--- config.mk ---
export PLATFORM = sky130hd
export DESIGN_NAME = can_message_dle_framer
export DESIGN_NICKNAME = d
export VERILOG_FILES = /design/src/hdl/cmf_pkg.sv /design/src/hdl/cmf_queue.sv /design/src/hdl/cmf_front.sv /design/src/hdl/cmf_back.sv /design/src/hdl/can_message_dle_framer.sv
export VERILOG_INCLUDE_DIRS = /design/src /design/src/hdl
export SDC_FILE = /design/constraint.sdc
export NUM_CORES = 1
export LEC_CHECK = 0
export BUFFER_PORTS_ARGS = -buffer_cell sky130_fd_sc_hd__buf_2
export CAP_MARGIN = 25
export CORE_MARGIN = 5
export CORE_UTILIZATION = 45
export CTS_CLUSTER_SIZE = 25
export DETAILED_ROUTE_END_ITERATION = 8
export HOLD_SLACK_MARGIN = 0.03
export MAX_ROUTING_LAYER = met4
export PLACE_DENSITY = 0.72
export SYNTH_ARGS = -nofsm -noshare
export SYNTH_HDL_FRONTEND = slang
export SYNTH_SLANG_ARGS = --single-unit
--- constraint.sdc ---
create_clock -name clk -period 11.7 [get_ports clk]
set_input_delay 2.34 -clock clk [delete_from_list [all_inputs] [get_ports clk]]
set_output_delay 2.34 -clock clk [all_outputs]
set_load 0.03 [all_outputs]
--- src/hdl/assert_macros.svh ---
// assertion macros for the framer rtl
`ifndef ASSERT_MACROS_SVH
`define ASSERT_MACROS_SVH

// checked on every clock edge outside reset
`define CMF_ASSERT(name, prop, msg) \
    name: assert property (@(posedge clk) disable iff (!rst_n) prop) else $error(msg);

// checked on every clock edge, reset included
`define CMF_ASSERT_ALWAYS(name, prop, msg) \
    name: assert property (@(posedge clk) prop) else $error(msg);

`endif

--- src/hdl/cmf_pkg.sv ---
// types and constants for the can message dle framer
package cmf_pkg;

    localparam int MAX_FRAMES = 32;

    localparam logic [7:0] DLE_BYTE      = 8'h10;
    localparam logic [7:0] STX_BYTE      = 8'h02;
    localparam logic [7:0] ETX_BYTE      = 8'h03;
    localparam logic [7:0] RAW_TYPE      = 8'h95;
    localparam logic [7:0] SEQ_MARK      = 8'h20;
    localparam logic [7:0] PAD_BYTE      = 8'hff;
    localparam logic [7:0] FRAME_PAYLOAD = 8'd8;
    localparam logic [7:0] HDR_LEN       = 8'd6;
    localparam logic [7:0] SPLIT_CAP     = 8'(6 + 7 * (MAX_FRAMES - 1));

    localparam int FN_W   = 5;
    localparam int SLOT_W = 4;

    localparam int QUEUE_DEPTH = 4;
    localparam int QUEUE_AW    = $clog2(QUEUE_DEPTH);

    typedef struct packed {
        logic [28:0] can_identifier;
        logic [15:0] time_stamp;
        logic [7:0]  message_length;
        logic [7:0]  data_value;
        logic        data_present;
        logic        fast_request;
    } in_item_t;

    typedef struct packed {
        logic [7:0] out_value;
        logic       frame_done;
        logic       run_last;
    } out_item_t;

    // one command for the byte serializer: which frame parts to emit
    typedef struct packed {
        logic              open;
        logic [7:0]        frame_len;
        logic              cnt_en;
        logic [7:0]        cnt_byte;
        logic              len_en;
        logic [7:0]        len_byte;
        logic              data_en;
        logic [7:0]        data;
        logic [SLOT_W-1:0] pad_cnt;
        logic              close;
        logic [28:0]       id;
        logic [15:0]       ts;
    } cmd_t;

endpackage

--- src/hdl/cmf_queue.sv ---
// command queue between the classifier and the byte serializer
`include "assert_macros.svh"

module cmf_queue (
    input  logic          clk,
    input  logic          rst_n,
    input  logic          push,
    input  cmf_pkg::cmd_t push_cmd,
    input  logic          pop,
    output cmf_pkg::cmd_t head,
    output logic          head_valid,
    output logic          full
);
    import cmf_pkg::*;

    localparam logic [QUEUE_AW:0] COUNT_FULL = (QUEUE_AW + 1)'(QUEUE_DEPTH);

    cmd_t                mem_reg [QUEUE_DEPTH];
    logic [QUEUE_AW-1:0] wr_ptr_reg, wr_ptr_next;
    logic [QUEUE_AW-1:0] rd_ptr_reg, rd_ptr_next;
    logic [QUEUE_AW:0]   count_reg, count_next;

    assign head       = mem_reg[rd_ptr_reg];
    assign head_valid = (count_reg != '0);
    assign full       = (count_reg == COUNT_FULL);

    always_comb
    begin
        wr_ptr_next = push ? wr_ptr_reg + 1'b1 : wr_ptr_reg;
        rd_ptr_next = pop ? rd_ptr_reg + 1'b1 : rd_ptr_reg;
        count_next  = count_reg;
        if (push && !pop)
        begin
            count_next = count_reg + 1'b1;
        end
        else if (pop && !push)
        begin
            count_next = count_reg - 1'b1;
        end
    end

    always_ff @(posedge clk)
    begin
        if (push)
        begin
            mem_reg[wr_ptr_reg] <= push_cmd;
        end
    end

    always_ff @(posedge clk or negedge rst_n)
    begin
        if (!rst_n)
        begin
            wr_ptr_reg <= '0;
            rd_ptr_reg <= '0;
            count_reg  <= '0;
        end
        else
        begin
            wr_ptr_reg <= wr_ptr_next;
            rd_ptr_reg <= rd_ptr_next;
            count_reg  <= count_next;
        end
    end

    `CMF_ASSERT(a_no_push_when_full, push |-> (count_reg != COUNT_FULL), "push into full queue")
    `CMF_ASSERT(a_no_pop_when_empty, pop |-> (count_reg != '0), "pop from empty queue")
    `CMF_ASSERT_ALWAYS(a_count_bound, !rst_n || (count_reg <= COUNT_FULL), "queue count out of range")

endmodule

--- src/hdl/cmf_front.sv ---
// front end: accepts items, tracks message state and issues frame commands
module cmf_front (
    input  logic              clk,
    input  logic              rst_n,
    input  logic              item_valid,
    input  cmf_pkg::in_item_t item,
    input  logic              queue_full,
    output logic              push,
    output cmf_pkg::cmd_t     push_cmd
);
    import cmf_pkg::*;

    logic [7:0]        bytes_taken_reg, bytes_taken_next;
    logic [FN_W-1:0]   frame_number_reg, frame_number_next;
    logic [SLOT_W-1:0] slot_reg, slot_next;
    logic              split_reg, split_next;
    logic              mid_reg, mid_next;

    logic              start;
    logic              split_eff;
    logic [7:0]        bt;
    logic [FN_W-1:0]   fn;
    logic [SLOT_W-1:0] slot;
    logic              drop;
    logic [7:0]        len_sat;
    logic              opening;
    logic [SLOT_W-1:0] slot_open;
    logic [SLOT_W-1:0] slot_after;
    logic [7:0]        bt1;
    logic              msg_end;
    logic              frame_full;

    always_comb
    begin
        start     = !mid_reg;
        split_eff = start ? ((item.message_length > FRAME_PAYLOAD) || item.fast_request)
                          : split_reg;
        bt        = start ? '0 : bytes_taken_reg;
        fn        = start ? '0 : frame_number_reg;
        slot      = start ? '0 : slot_reg;

        drop = (item.can_identifier == '0)
            || (start && (item.data_present ? (item.message_length == '0)
                                            : (item.message_length != '0)))
            || (!start && !item.data_present);

        if (split_eff)
        begin
            len_sat = (item.message_length > SPLIT_CAP) ? SPLIT_CAP : item.message_length;
        end
        else
        begin
            len_sat = (item.message_length > FRAME_PAYLOAD) ? FRAME_PAYLOAD
                                                           : item.message_length;
        end

        opening = !item.data_present || (slot == '0);
        // counter byte, plus total length in the first frame
        if (opening && split_eff)
        begin
            slot_open = (fn == '0) ? SLOT_W'(2) : SLOT_W'(1);
        end
        else
        begin
            slot_open = slot;
        end
        slot_after = slot_open + SLOT_W'(item.data_present);
        bt1        = bt + 8'd1;
        msg_end    = (bt1 >= len_sat);
        frame_full = (slot_after >= SLOT_W'(FRAME_PAYLOAD));

        push_cmd.open      = opening;
        push_cmd.frame_len = split_eff ? (HDR_LEN + FRAME_PAYLOAD) : (HDR_LEN + len_sat);
        push_cmd.cnt_en    = split_eff && opening;
        push_cmd.cnt_byte  = SEQ_MARK | 8'(fn);
        push_cmd.len_en    = split_eff && opening && (fn == '0);
        push_cmd.len_byte  = len_sat;
        push_cmd.data_en   = item.data_present;
        push_cmd.data      = item.data_value;
        push_cmd.pad_cnt   = (split_eff && (!item.data_present || msg_end))
                           ? SLOT_W'(FRAME_PAYLOAD) - slot_after : '0;
        push_cmd.close     = !item.data_present || msg_end || frame_full;
        push_cmd.id        = item.can_identifier;
        push_cmd.ts        = item.time_stamp;

        push = item_valid && !queue_full && !drop;

        bytes_taken_next  = bytes_taken_reg;
        frame_number_next = frame_number_reg;
        slot_next         = slot_reg;
        split_next        = split_reg;
        mid_next          = mid_reg;
        if (push)
        begin
            split_next = split_eff;
            if (!item.data_present || msg_end)
            begin
                bytes_taken_next  = '0;
                frame_number_next = '0;
                slot_next         = '0;
                mid_next          = 1'b0;
            end
            else if (frame_full)
            begin
                bytes_taken_next  = bt1;
                frame_number_next = fn + 1'b1;
                slot_next         = '0;
                mid_next          = 1'b1;
            end
            else
            begin
                bytes_taken_next  = bt1;
                frame_number_next = fn;
                slot_next         = slot_after;
                mid_next          = 1'b1;
            end
        end
    end

    always_ff @(posedge clk or negedge rst_n)
    begin
        if (!rst_n)
        begin
            bytes_taken_reg  <= '0;
            frame_number_reg <= '0;
            slot_reg         <= '0;
            split_reg        <= 1'b0;
            mid_reg          <= 1'b0;
        end
        else
        begin
            bytes_taken_reg  <= bytes_taken_next;
            frame_number_reg <= frame_number_next;
            slot_reg         <= slot_next;
            split_reg        <= split_next;
            mid_reg          <= mid_next;
        end
    end

endmodule

--- src/hdl/cmf_back.sv ---
// back end: walks each command byte by byte with checksum and dle stuffing
module cmf_back (
    input  logic               clk,
    input  logic               rst_n,
    input  cmf_pkg::cmd_t      cmd,
    input  logic               cmd_valid,
    output logic               cmd_pop,
    output logic               result_valid,
    input  logic               result_stall,
    output cmf_pkg::out_item_t result
);
    import cmf_pkg::*;

    localparam int PH_W   = 5;
    localparam int PH_NUM = 17;

    localparam logic [PH_W-1:0] PH_DLE0 = 5'd0;
    localparam logic [PH_W-1:0] PH_STX  = 5'd1;
    localparam logic [PH_W-1:0] PH_TYPE = 5'd2;
    localparam logic [PH_W-1:0] PH_LENF = 5'd3;
    localparam logic [PH_W-1:0] PH_TS0  = 5'd4;
    localparam logic [PH_W-1:0] PH_TS1  = 5'd5;
    localparam logic [PH_W-1:0] PH_ID0  = 5'd6;
    localparam logic [PH_W-1:0] PH_ID1  = 5'd7;
    localparam logic [PH_W-1:0] PH_ID2  = 5'd8;
    localparam logic [PH_W-1:0] PH_ID3  = 5'd9;
    localparam logic [PH_W-1:0] PH_CNT  = 5'd10;
    localparam logic [PH_W-1:0] PH_LENB = 5'd11;
    localparam logic [PH_W-1:0] PH_DATA = 5'd12;
    localparam logic [PH_W-1:0] PH_PAD  = 5'd13;
    localparam logic [PH_W-1:0] PH_CS   = 5'd14;
    localparam logic [PH_W-1:0] PH_DLE1 = 5'd15;
    localparam logic [PH_W-1:0] PH_ETX  = 5'd16;

    logic [PH_W-1:0]   phase_reg, phase_next;
    logic              busy_reg, busy_next;
    logic              dup_reg, dup_next;
    logic [SLOT_W-1:0] pad_left_reg, pad_left_next;
    logic [7:0]        sum_reg, sum_next;
    logic              out_valid_reg, out_valid_next;
    out_item_t         out_reg, out_next;

    logic [PH_W-1:0]   cur;
    logic [SLOT_W-1:0] pad_cur;
    logic [7:0]        byte_val;
    logic              counted;
    logic              need_dup;
    logic              stay_pad;
    logic [PH_NUM-1:0] en;
    logic              found;
    logic [PH_W-1:0]   nxt;
    logic              last;
    logic              go;

    assign result_valid = out_valid_reg;
    assign result       = out_reg;

    always_comb
    begin
        cur     = busy_reg ? phase_reg : (cmd.open ? PH_DLE0 : PH_DATA);
        pad_cur = busy_reg ? pad_left_reg : cmd.pad_cnt;

        unique case (cur)
            PH_DLE0: byte_val = DLE_BYTE;
            PH_STX:  byte_val = STX_BYTE;
            PH_TYPE: byte_val = RAW_TYPE;
            PH_LENF: byte_val = cmd.frame_len;
            PH_TS0:  byte_val = cmd.ts[7:0];
            PH_TS1:  byte_val = cmd.ts[15:8];
            PH_ID0:  byte_val = cmd.id[7:0];
            PH_ID1:  byte_val = cmd.id[15:8];
            PH_ID2:  byte_val = cmd.id[23:16];
            PH_ID3:  byte_val = {3'b000, cmd.id[28:24]};
            PH_CNT:  byte_val = cmd.cnt_byte;
            PH_LENB: byte_val = cmd.len_byte;
            PH_DATA: byte_val = cmd.data;
            PH_PAD:  byte_val = PAD_BYTE;
            PH_CS:   byte_val = 8'd0 - sum_reg;
            PH_DLE1: byte_val = DLE_BYTE;
            PH_ETX:  byte_val = ETX_BYTE;
            default: byte_val = DLE_BYTE;
        endcase

        counted  = (cur >= PH_TYPE) && (cur <= PH_PAD);
        need_dup = (counted || (cur == PH_CS)) && (byte_val == DLE_BYTE) && !dup_reg;
        stay_pad = (cur == PH_PAD) && (pad_cur > SLOT_W'(1));

        en          = '0;
        en[PH_DLE0] = cmd.open;
        en[PH_STX]  = cmd.open;
        en[PH_TYPE] = cmd.open;
        en[PH_LENF] = cmd.open;
        en[PH_TS0]  = cmd.open;
        en[PH_TS1]  = cmd.open;
        en[PH_ID0]  = cmd.open;
        en[PH_ID1]  = cmd.open;
        en[PH_ID2]  = cmd.open;
        en[PH_ID3]  = cmd.open;
        en[PH_CNT]  = cmd.cnt_en;
        en[PH_LENB] = cmd.len_en;
        en[PH_DATA] = cmd.data_en;
        en[PH_PAD]  = (cmd.pad_cnt != '0);
        en[PH_CS]   = cmd.close;
        en[PH_DLE1] = cmd.close;
        en[PH_ETX]  = cmd.close;

        // first enabled part after the current one
        found = 1'b0;
        nxt   = cur;
        for (int p = 0; p < PH_NUM; p++)
        begin
            if (!found && (PH_W'(p) > cur) && en[p])
            begin
                found = 1'b1;
                nxt   = PH_W'(p);
            end
        end

        last    = !need_dup && !stay_pad && !found;
        go      = cmd_valid && (!out_valid_reg || !result_stall);
        cmd_pop = go && last;

        phase_next     = phase_reg;
        busy_next      = busy_reg;
        dup_next       = dup_reg;
        pad_left_next  = pad_left_reg;
        sum_next       = sum_reg;
        out_valid_next = out_valid_reg;
        out_next       = out_reg;
        if (go)
        begin
            out_valid_next      = 1'b1;
            out_next.out_value  = byte_val;
            out_next.frame_done = (cur == PH_ETX);
            out_next.run_last   = last;

            if (cur == PH_DLE0)
            begin
                sum_next = '0;
            end
            else if (counted && !dup_reg)
            begin
                sum_next = sum_reg + byte_val;
            end

            busy_next     = !last;
            dup_next      = need_dup;
            phase_next    = (need_dup || stay_pad) ? cur : nxt;
            pad_left_next = (cur == PH_PAD) ? pad_cur - 1'b1 : pad_cur;
        end
        else if (!result_stall)
        begin
            out_valid_next = 1'b0;
        end
    end

    always_ff @(posedge clk)
    begin
        out_reg      <= out_next;
        pad_left_reg <= pad_left_next;
        sum_reg      <= sum_next;
    end

    always_ff @(posedge clk or negedge rst_n)
    begin
        if (!rst_n)
        begin
            phase_reg     <= PH_DLE0;
            busy_reg      <= 1'b0;
            dup_reg       <= 1'b0;
            out_valid_reg <= 1'b0;
        end
        else
        begin
            phase_reg     <= phase_next;
            busy_reg      <= busy_next;
            dup_reg       <= dup_next;
            out_valid_reg <= out_valid_next;
        end
    end

endmodule

--- src/hdl/can_message_dle_framer.sv ---
// Frames CAN messages into a DLE STX ... DLE ETX byte stream with checksum and
// DLE stuffing. An input item is classified in the cycle it is accepted and is
// queued as a frame command in a four-entry queue; the serializer reads the
// queue head and registers each output byte. While the output is not stalled it
// puts out one stuffed byte per cycle; an item produces one or two bytes for a
// data byte inside a frame and at most twenty-nine for a byte that opens and
// closes a frame. Items are accepted back to back until the command queue is
// full; sustained throughput is set by the serializer. No clearing pass is
// needed after reset.
module can_message_dle_framer (
    input  logic               clk,
    input  logic               rst_n,
    input  logic               item_valid,
    output logic               item_stall,
    input  cmf_pkg::in_item_t  item,
    output logic               result_valid,
    input  logic               result_stall,
    output cmf_pkg::out_item_t result
);
    import cmf_pkg::*;

    logic queue_full;
    logic push;
    cmd_t push_cmd;
    logic pop;
    cmd_t head;
    logic head_valid;

    assign item_stall = queue_full;

    cmf_front u_front (
        .clk        (clk),
        .rst_n      (rst_n),
        .item_valid (item_valid),
        .item       (item),
        .queue_full (queue_full),
        .push       (push),
        .push_cmd   (push_cmd)
    );

    cmf_queue u_queue (
        .clk        (clk),
        .rst_n      (rst_n),
        .push       (push),
        .push_cmd   (push_cmd),
        .pop        (pop),
        .head       (head),
        .head_valid (head_valid),
        .full       (queue_full)
    );

    cmf_back u_back (
        .clk          (clk),
        .rst_n        (rst_n),
        .cmd          (head),
        .cmd_valid    (head_valid),
        .cmd_pop      (pop),
        .result_valid (result_valid),
        .result_stall (result_stall),
        .result       (result)
    );

endmodule

==> flow_summary.ini, run 1 <==
[sta]
max_clock_freq_mhz = 172
relSlewSlack = 0.298
fin_skew_ns = 0.0155
drv_slew = 0
finalSetupViolations = 0
setup_tns_ns = 0
grt_setup_unrepaired = false
worst_pin_slew_ns = 1.05
fin_crit_sh = 0.497
fin_crit_ns = 5.81
hold_violations = 0

[drt]
wl_per_cell_um = 22.4
drt_iter0_drc = 1044
dr_total_vias = 9816
wl_um = 38500
drtAntennaViolNets = 0
post-route-drc-count = 0
viasPerCell = 5.72
drt-pass1-iter-count = 5

[placed_design]
port_buffers = 78
postPlaceCellArea_um2 = 17900
gp_congestion = 0.886
dpl.hpwl_um = 25000

[final_layout]
drive_above_1_share = 0.210
nNetsFinal = 1268
largest_reg_flops = 332
nFillCells = 3007
final_area_um2 = 19400
area.growth.synth_to_final_pct = 14.2

[worst_setup_path]
start_kind = register
critical_path.cell_chain = buf_4, buf_4, mux4_2, nand3_1, nand4_1, or3_1, or4_4, nor4_4, a21oi_2, nand2_2, ha_1, inv_1, fa_1, xor2_1, nor2_1, xor2_1
max_stage_delay_ns = 0.89
critPathKind = register to register
required_ns = 12.17
worstPathArrival_ns = 6.29
worstSetupStartpoint = u_queue.rd_ptr_reg[0]$_DFFE_PN0P_
endpoint_kind = register
timing.rr.start = u_queue.rd_ptr_reg[0]$_DFFE_PN0P_
cp_slowest_cell = buf_4
cp_max_fo = 50

[floorplan]
die_area_um2 = 41700
row_count = 71
start_util = 0.454
fp.dieH_um = 204
core_area_um2 = 37400
io_pins = 79
die_x_um = 204

[hold_path]
hp-start = u_queue.count_reg[2]$_DFFE_PN0P_
min_path_type = register to register

[cts]
clk_pin_slew_worst_paths_ns = 0.06
clock_latency_ns = 0.55
cts-root-buf = clkbuf_16
clk_path_buf_depth = 3
numClockSinks = 388
cts_tree = yes
cts_made_buffers = 42
cts.htree.levels = 2
cts_setup_buffers = 0
cts_hold_buf = 0
post_cts_resized = 0

[synthesis]
synthFlopType = edfxtp_1
async_reset_ff_frac = 0.0876
syn-instance-count = 1070
synth_area_um2 = 17000
yosys_warnings = 0
synth_enable_flop_cells = 354
synth_cell_type_count = 73
ys_seq_elements = 388
yosysSeqAreaShare = 0.677
syn_avg_cell_area_um2 = 15.9

[run]
drv_cap = 0

[pwr]
vdd_drop_max_mv = 0.125
p_leak_nw = 6.77
powerDensity_nw_per_um2 = 259

[global_routing]
first_global_vias = 9798
grt_max_degree = 70
grt_usage = 0.189
antenna_found_initial = 3
grt.overflow.total = 0
grt_pass1_wl_um = 58800

[run_status]
outcome = finished, final reports clean
[cell families after synthesis]
logic type	share of synthesized area
flip-flops	0.677
multiplexers	0.113
buffers and inverters	0.0230
XOR/XNOR	0.0170
AO/OA/AOI/OAI	0.0623
AND/OR/NAND/NOR	0.0828
adder cells (fa/ha/maj)	0.0245
other	0.000221
[report_power, final]
part	total, mW	leakage, nW	internal (mW)	switching, mW
clock network	1.37	0.701	0.823	0.550
logic	1.68	2.43	0.677	1.01
registers	1.96	3.65	1.80	0.151
[placed cells by master, fill, tap and decap left out, types with 10 or more instances in the layout]
cell type	n
nor4_1	10
o21ai_0	26
clkinv_1	11
buf_4	13
a21o_1	13
nand4_1	13
clkbuf_16	42
xnor2_1	22
nor3_1	14
inv_1	34
xor2_1	11
dfrtp_1	32
nand2_1	86
o31ai_1	10
nand3_1	41
mux4_2	69
edfxtp_1	354
conb_1	16
mux2i_1	29
buf_2	78
ha_1	30
nor2_1	38
a21oi_1	19
and2_1	18
or3_1	11
[critical path: cells and delay by family (launching register included)]
kind | cells | cell delay, ns
AO/OA/AOI/OAI | 1 | 0.16
XOR/XNOR | 2 | 0.31
adder cells (fa/ha/maj) | 2 | 0.60
buffers and inverters | 3 | 1.62
flip-flops | 1 | 0.53
multiplexers | 1 | 0.61
AND/OR/NAND/NOR | 7 | 1.83
[cells in the mapped netlist (9+ instances only)]
library cell	n	area share
edfxtp_1	354	0.63
nand2_1	86	0.019
mux4_2	69	0.092
nand3_1	41	0.012
nor2_1	38	0.0084
dfrtp_1	34	0.050
inv_1	34	0.0075
ha_1	30	0.022
clkbuf_1	29	0.0064
mux2i_1	29	0.017
o21ai_0	26	0.0077
and2_1	22	0.0081
xnor2_1	22	0.011
a21oi_1	19	0.0056
nor3_1	14	0.0041
a21o_1	13	0.0058
nand4_1	13	0.0048
or3_1	11	0.0041
xor2_1	11	0.0057
nor4_1	10	0.0037
o31ai_1	10	0.0044
a22oi_1	9	0.0040
buf_2	9	0.0027
[final cells by class]
| type | instances | area (µm²) | share of cell area |
|---|---|---|---|
| well taps | 511 | 639 | 0.0330 |
| inverters | 34 | 128 | 0.00659 |
| clock inverters | 32 | 393 | 0.0203 |
| multi-input cells | 612 | 5170 | 0.267 |
| repair buffers | 91 | 488 | 0.0252 |
| diodes | 3 | 7.51 | 0.000387 |
| flip-flops and latches | 388 | 11500 | 0.593 |
| clock buffers | 45 | 1060 | 0.0548 |
[per-layer routing]
layer | vias to the layer above | global-route usage | wire length (µm)
li1 | 4410 | - | -
met1 | 4940 | 0.254 | 15900
met2 | 400 | 0.294 | 18700
met3 | 66 | 0.0386 | 2860
met4 | 0 | 0.0591 | 1010
met5 | - | - | 0
[worst paths after layout]
kind	end	slack [ns]	cells after the start
worst max-delay path	u_queue.count_reg[2]$_DFFE_PN0P_	5.89	16
worst min-delay path	u_queue.count_reg[2]$_DFFE_PN0P_	0.48	1
worst max register to register	u_queue.count_reg[2]$_DFFE_PN0P_	5.89	16
worst min register to register	u_queue.count_reg[2]$_DFFE_PN0P_	0.48	1
max in group asynchronous	u_queue.rd_ptr_reg[0]$_DFFE_PN0P_	9.17	1
min in group asynchronous	u_back.result_valid$_DFFE_PN0P_	1.89	1
[stage by stage]
step	std cells	hold slack, ns	power, mW	util	worst slack [ns]
3_3_place_gp	1636	0.468	3.61	0.479	5.50
3_5_place_dp	1636	0.474	3.65	0.479	5.40
5_1_grt	1716	0.522	5.27	0.518	5.49
2_1_floorplan	1085	0.446	3.20	-	5.09
6_report	1716	0.485	5.01	0.518	5.89
4_1_cts	1713	0.491	5.03	0.518	5.82
Note: power is estimated with default switching activity, not from simulation.
==> run 2: changes to the inputs <==
Clock period 11.7 ns to 6 ns, I/O delays scaled along.
==> run 2 against run 1 <==
Effect of this change:
- first-iteration DRC count down 12%
- flip-flop and latch count is the same
- worst hold slack improved by 0.0036 ns
- clock power up 80%
- clock-buffer cell count up 4
- die area stayed put
- register-to-register slack lost 4.6 ns
- power grew 92%
- sequential power rose by 97%
- critical path type unchanged
- largest power group unchanged
- highest routed layer unchanged
==> flow_summary.ini, run 2 (synthesized netlist as in run 1, its figures left out) <==
[run_status]
outcome = finished, final reports clean

[global_routing]
antenna_found_initial = 3
first_global_vias = 9796
grt_usage = 0.188
grt.overflow.total = 0
grt_pass1_wl_um = 58500
grt_max_degree = 84

[hold_path]
hp-start = u_back.result_valid$_DFFE_PN0P_
hold_depth = 2
min_path_type = register to register
whs_endpoint = u_back.result_valid$_DFFE_PN0P_

[drt]
wl_um = 38400
drt_iter0_drc = 920
drt-pass1-iter-count = 5
dr_total_vias = 9765
drtAntennaViolNets = 0
viasPerCell = 5.69
post-route-drc-count = 0
wl_per_cell_um = 22.4

[pwr]
powerDensity_nw_per_um2 = 497
p_int_mw = 6.34
switching_share = 0.341
p_clk_frac = 0.257
total_power_mw = 9.61
p_sw_mw = 3.27
seqPwrFrac = 0.403
p_comb_frac = 0.340
vdd_drop_max_mv = 0.467
p_leak_nw = 6.75

[final_layout]
stdcell_count = 1716
nFillCells = 3013
final_common_cell = edfxtp_1
largest_reg_flops = 332
regArea_um2 = 11500
layout_common_cells = 354 x edfxtp_1, 86 x nand2_1, 78 x buf_2
multi_input_area_um2 = 5170
drive_above_1_share = 0.209
area.growth.synth_to_final_pct = 14.0
nNetsFinal = 1272

[worst_setup_path]
worstPathArrival_ns = 4.94
r2r_cells = 15
timing.rr.start = u_queue.rd_ptr_reg[0]$_DFFE_PN0P_
endpoint_kind = register
max_stage_delay_ns = 0.71
required_ns = 6.27
cp_common_cell = a21oi_1
rr_endpoint = u_back.sum_reg[7]$_SDFFCE_PP0P_
cp_max_fo = 22
start_kind = register
critPathKind = register to register
regToRegSetupSlack_ns = 1.33
critical_path.cell_chain = buf_4, mux4_2, a22oi_1, o31ai_1, nor3_1, inv_1, ha_1, a21o_1, a21oi_1, o21bai_1, a21oi_1, o21bai_1, a21oi_1, xnor2_1, nor2_1
cp_slowest_cell = dfrtp_4

[floorplan]
die_x_um = 204
fp.dieH_um = 204
core_area_um2 = 37400
die_area_um2 = 41700
io_pins = 79
start_util = 0.454
row_count = 71

[placed_design]
place_inst = 1642
port_buffers = 78
gp_congestion = 0.888
dpl.hpwl_um = 25100

[cts]
cts_tree = yes
cts_hold_buf = 0
cts.htree.levels = 2
clock_latency_ns = 0.55
clk_path_buf_depth = 3
cts-root-buf = clkbuf_16
clk_pin_slew_worst_paths_ns = 0.06
cts_made_buffers = 40
post_cts_resized = 0
cts_setup_buffers = 0
numClockSinks = 388

[sta]
hold_violations = 0
worst_pin_slew_ns = 0.945
relSlewSlack = 0.367
fin_skew_ns = 0.0244
finalSetupViolations = 0
setup_tns_ns = 0
fin_crit_ns = 4.67
fin_crit_sh = 0.779
grt_setup_unrepaired = false
drv_slew = 0
max_clock_freq_mhz = 214

[run]
drv_cap = 0
[run 2: cell count changes in the layout (fill, tap and decap cells not counted), sizes merged]
cell and change:
clkinvlp +1, clkinv -2, buf +6, diode -1, inv -5, bufinv -3, clkbuf +4
[run 2: layout make-up]
type	instances	area share
multi-input combinational	612	0.267
clock inverter	23	0.0127
inverter	34	0.00660
antenna	2	0.000259
tap	511	0.0331
clock buffer	49	0.0561
sequential	388	0.594
timing repair buffer	97	0.0301
[run 2: worst max path at each step]
stage | start | endpoint | slack, ns | depth (start not counted)
final | u_queue.rd_ptr_reg[0]$_DFFE_PN0P_ | u_back.sum_reg[7]$_SDFFCE_PP0P_ | 1.33 | 15
after global routing | u_queue.rd_ptr_reg[1]$_DFFE_PN0P_ | u_back.sum_reg[7]$_SDFFCE_PP0P_ | 1.10 | 15
after CTS | u_queue.rd_ptr_reg[0]$_DFFE_PN0P_ | u_back.sum_reg[7]$_SDFFCE_PP0P_ | 1.35 | 15
after detailed placement | item[15] | u_queue.mem_reg[2][48]$_DFFE_PP_ | 1.27 | 17
after global placement | item[15] | u_queue.mem_reg[0][48]$_DFFE_PP_ | 1.39 | 17
after floorplan | item[15] | u_queue.mem_reg[1][0]$_DFFE_PP_ | 0.53 | 8
[run 2: critical path, delay by kind of cell, from the launching register on]
kind	cells	cell delay [ns]
DFF	1	0.71
adders and majority gates	1	0.31
and+or+nand+nor	2	0.49
muxes	1	0.55
buffers and inverters	2	0.49
xor gates and xnor gates	1	0.14
AOI/OAI and AO/OA	8	1.66
[run 2: through the flow]
| stage | instance area, µm² | hold slack (ns) | util | setup WS (ns) |
|---|---|---|---|---|
| 5_1_grt | 19300 | 0.505 | 0.517 | 1.10 |
| 3_5_place_dp | 18000 | 0.471 | 0.481 | 1.27 |
| 4_1_cts | 19300 | 0.486 | 0.517 | 1.35 |
| 3_3_place_gp | 18000 | 0.461 | 0.481 | 1.39 |
| 6_report | 19300 | 0.488 | 0.517 | 1.33 |
| 2_1_floorplan | 17000 | 0.446 | - | 0.527 |
[run 2: routing by layer]
metal	wire length [µm]	global-route usage	vias to the layer above	share of wire
met5	0	-	-	0
met4	1400	0.0675	0	0.037
met3	2720	0.0401	82	0.071
met2	18400	0.295	368	0.48
met1	15900	0.247	4896	0.41
li1	-	-	4419	-
[run 2: power groups by stage]
stage	clock (mW)	sequential [mW]	combinational (mW)
after floorplan	0	3.76	2.47
after CTS	2.52	3.87	3.27
after global routing	2.63	3.92	3.53
after global placement	0	3.91	3.17
after detailed placement	0	3.92	3.24
final	2.47	3.87	3.27
==> run 3: changes to the inputs <==
Settings changed: PLACE_DENSITY 0.72 to 0.75.
Clock period 6 ns to 4 ns, I/O delays scaled along.
==> run 3 against run 2 <==
Effect of this change:
- non-clock buffer count increased by 115
- sequential share of layout area down 3.2 points
- critical path depth is the same
- power rose by 60%
- highest routed layer unchanged
==> flow_summary.ini, run 3 (synthesized netlist as in run 1, its figures left out) <==
[global_routing]
grt_max_degree = 49
grt_usage = 0.194
first_global_vias = 10400
antenna_found_initial = 0
grt_pass1_wl_um = 60800
grt.overflow.total = 0

[worst_setup_path]
critPathKind = register to register
cp_common_cell = xor2_1
cp_max_fo = 7
required_ns = 4.45
timing.rr.start = u_queue.rd_ptr_reg[0]$_DFFE_PN0P_
max_stage_delay_ns = 0.55
regToRegSetupSlack_ns = 0.04
start_kind = register
worstPathArrival_ns = 4.41
endpoint_kind = register
critical_path.cell_chain = buf_12, buf_4, mux4_2, a32oi_2, nand4_1, or4_4, nor4_4, a21oi_2, nand2_2, ha_4, inv_2, fa_2, xor2_1, nor2_1, xor2_1
worstSetupStartpoint = u_queue.rd_ptr_reg[0]$_DFFE_PN0P_
cp_slowest_cell = dfrtp_4

[drt]
wl_per_cell_um = 21.8
dr_total_vias = 10400
wl_um = 39900
drtAntennaViolNets = 0
post-route-drc-count = 0
drt_iter0_drc = 954
viasPerCell = 5.67
drt-pass1-iter-count = 5

[sta]
worst_pin_slew_ns = 0.914
fin_skew_ns = 0.0180
setup_tns_ns = 0
hold_violations = 0
drv_slew = 0
finalSetupViolations = 0
fin_crit_sh = 0.990
relSlewSlack = 0.389
grt_setup_unrepaired = true
fin_crit_ns = 3.96
fin_ws_ns = 0.0389
max_clock_freq_mhz = 252
hold_slack_ns = 0.369

[final_layout]
largest_reg_flops = 332
antenna_cells = 0
final_common_cell = edfxtp_1
stdcell_count = 1830
area.growth.synth_to_final_pct = 20.5
multi_input_area_um2 = 5280
nFillCells = 2909
regArea_um2 = 11500
drive_above_1_share = 0.291
layout_common_cells = 354 x edfxtp_1, 110 x buf_4, 86 x nand2_1
nNetsFinal = 1388

[floorplan]
fp.dieH_um = 204
io_pins = 79
die_area_um2 = 41700
row_count = 71
core_area_um2 = 37400
start_util = 0.454
die_x_um = 204

[cts]
cts_hold_buf = 0
cts.htree.levels = 2
numClockSinks = 388
clk_path_buf_depth = 3
clock_latency_ns = 0.54
cts_made_buffers = 41
cts_tree = yes
cts-root-buf = clkbuf_16
clk_pin_slew_worst_paths_ns = 0.06

[pwr]
p_leak_nw = 7.37
powerDensity_nw_per_um2 = 750
total_power_mw = 15.3
vdd_drop_max_mv = 0.409

[placed_design]
place_inst = 1725
gp_congestion = 0.930
dp_slack_ns = -0.119
port_buffers = 78
dpl.hpwl_um = 27500

[run_status]
outcome = finished, final reports clean

[hold_path]
min_path_type = input pin to async pin

[run]
drv_cap = 0
==> run 3: worst paths after layout <==
path,to,cells past startpoint
worst max-delay path,u_queue.count_reg[2]$_DFFE_PN0P_,15
worst min-delay path,u_queue.count_reg[0]$_DFFE_PN0P_,1
worst max register to register,u_queue.count_reg[2]$_DFFE_PN0P_,15
worst min register to register,u_queue.count_reg[2]$_DFFE_PN0P_,1
max in group asynchronous,u_queue.rd_ptr_reg[1]$_DFFE_PN0P_,1
min in group clk,u_queue.mem_reg[2][11]$_DFFE_PP_,1
==> run 3: metrics by stage <==
step / area (µm²) / utilization
floorplan: 17000 / -
global placement: 18800 / 0.503
detailed placement: 18800 / 0.503
CTS: 20100 / 0.537
global route: 20400 / 0.547
finish: 20400 / 0.547
==> run 3: final cells by class <==
| cell class | instances | area share |
|---|---|---|
| multi-input combinational | 612 | 0.258 |
| inverter | 34 | 0.00624 |
| clock inverter | 19 | 0.00698 |
| clock buffer | 54 | 0.0536 |
| sequential | 388 | 0.562 |
| tap | 511 | 0.0313 |
| timing repair buffer | 212 | 0.0815 |
==> run 3: repair_timing <==
item                                    4_1_cts  5_1_grt
gates resized for setup                       1       28
buffers inserted                              2       28
endpoints found under the hold margin         0        0
gates cloned                                  0        2
endpoints found under the setup margin        3        5
pin swaps                                     1       14
==> run 3: critical path: cells and delay by family (launching register included) <==
kind	cells	cell delay, ns
buf+inv	3	0.33
xor+xnor	2	0.30
simple gates	5	1.36
flops	1	0.55
compound gates	2	0.36
fa+ha+maj	2	0.45
mux	1	0.51
==> run 3: power breakdown <==
group          total [mW]  switching [mW]  internal, mW
logic                6.31            3.46          2.85
clock network        3.47            1.52          1.95
registers            5.55           0.276          5.27
total                15.3            5.26          10.1
==> run 3: per-layer routing <==
layer,vias to the layer above,GRT usage,routed length (µm)
met1,5218,0.268,16400
met5,-,-,0
li1,4642,-,-
met3,76,0.0370,3290
met4,0,0.0483,954
met2,443,0.303,19200
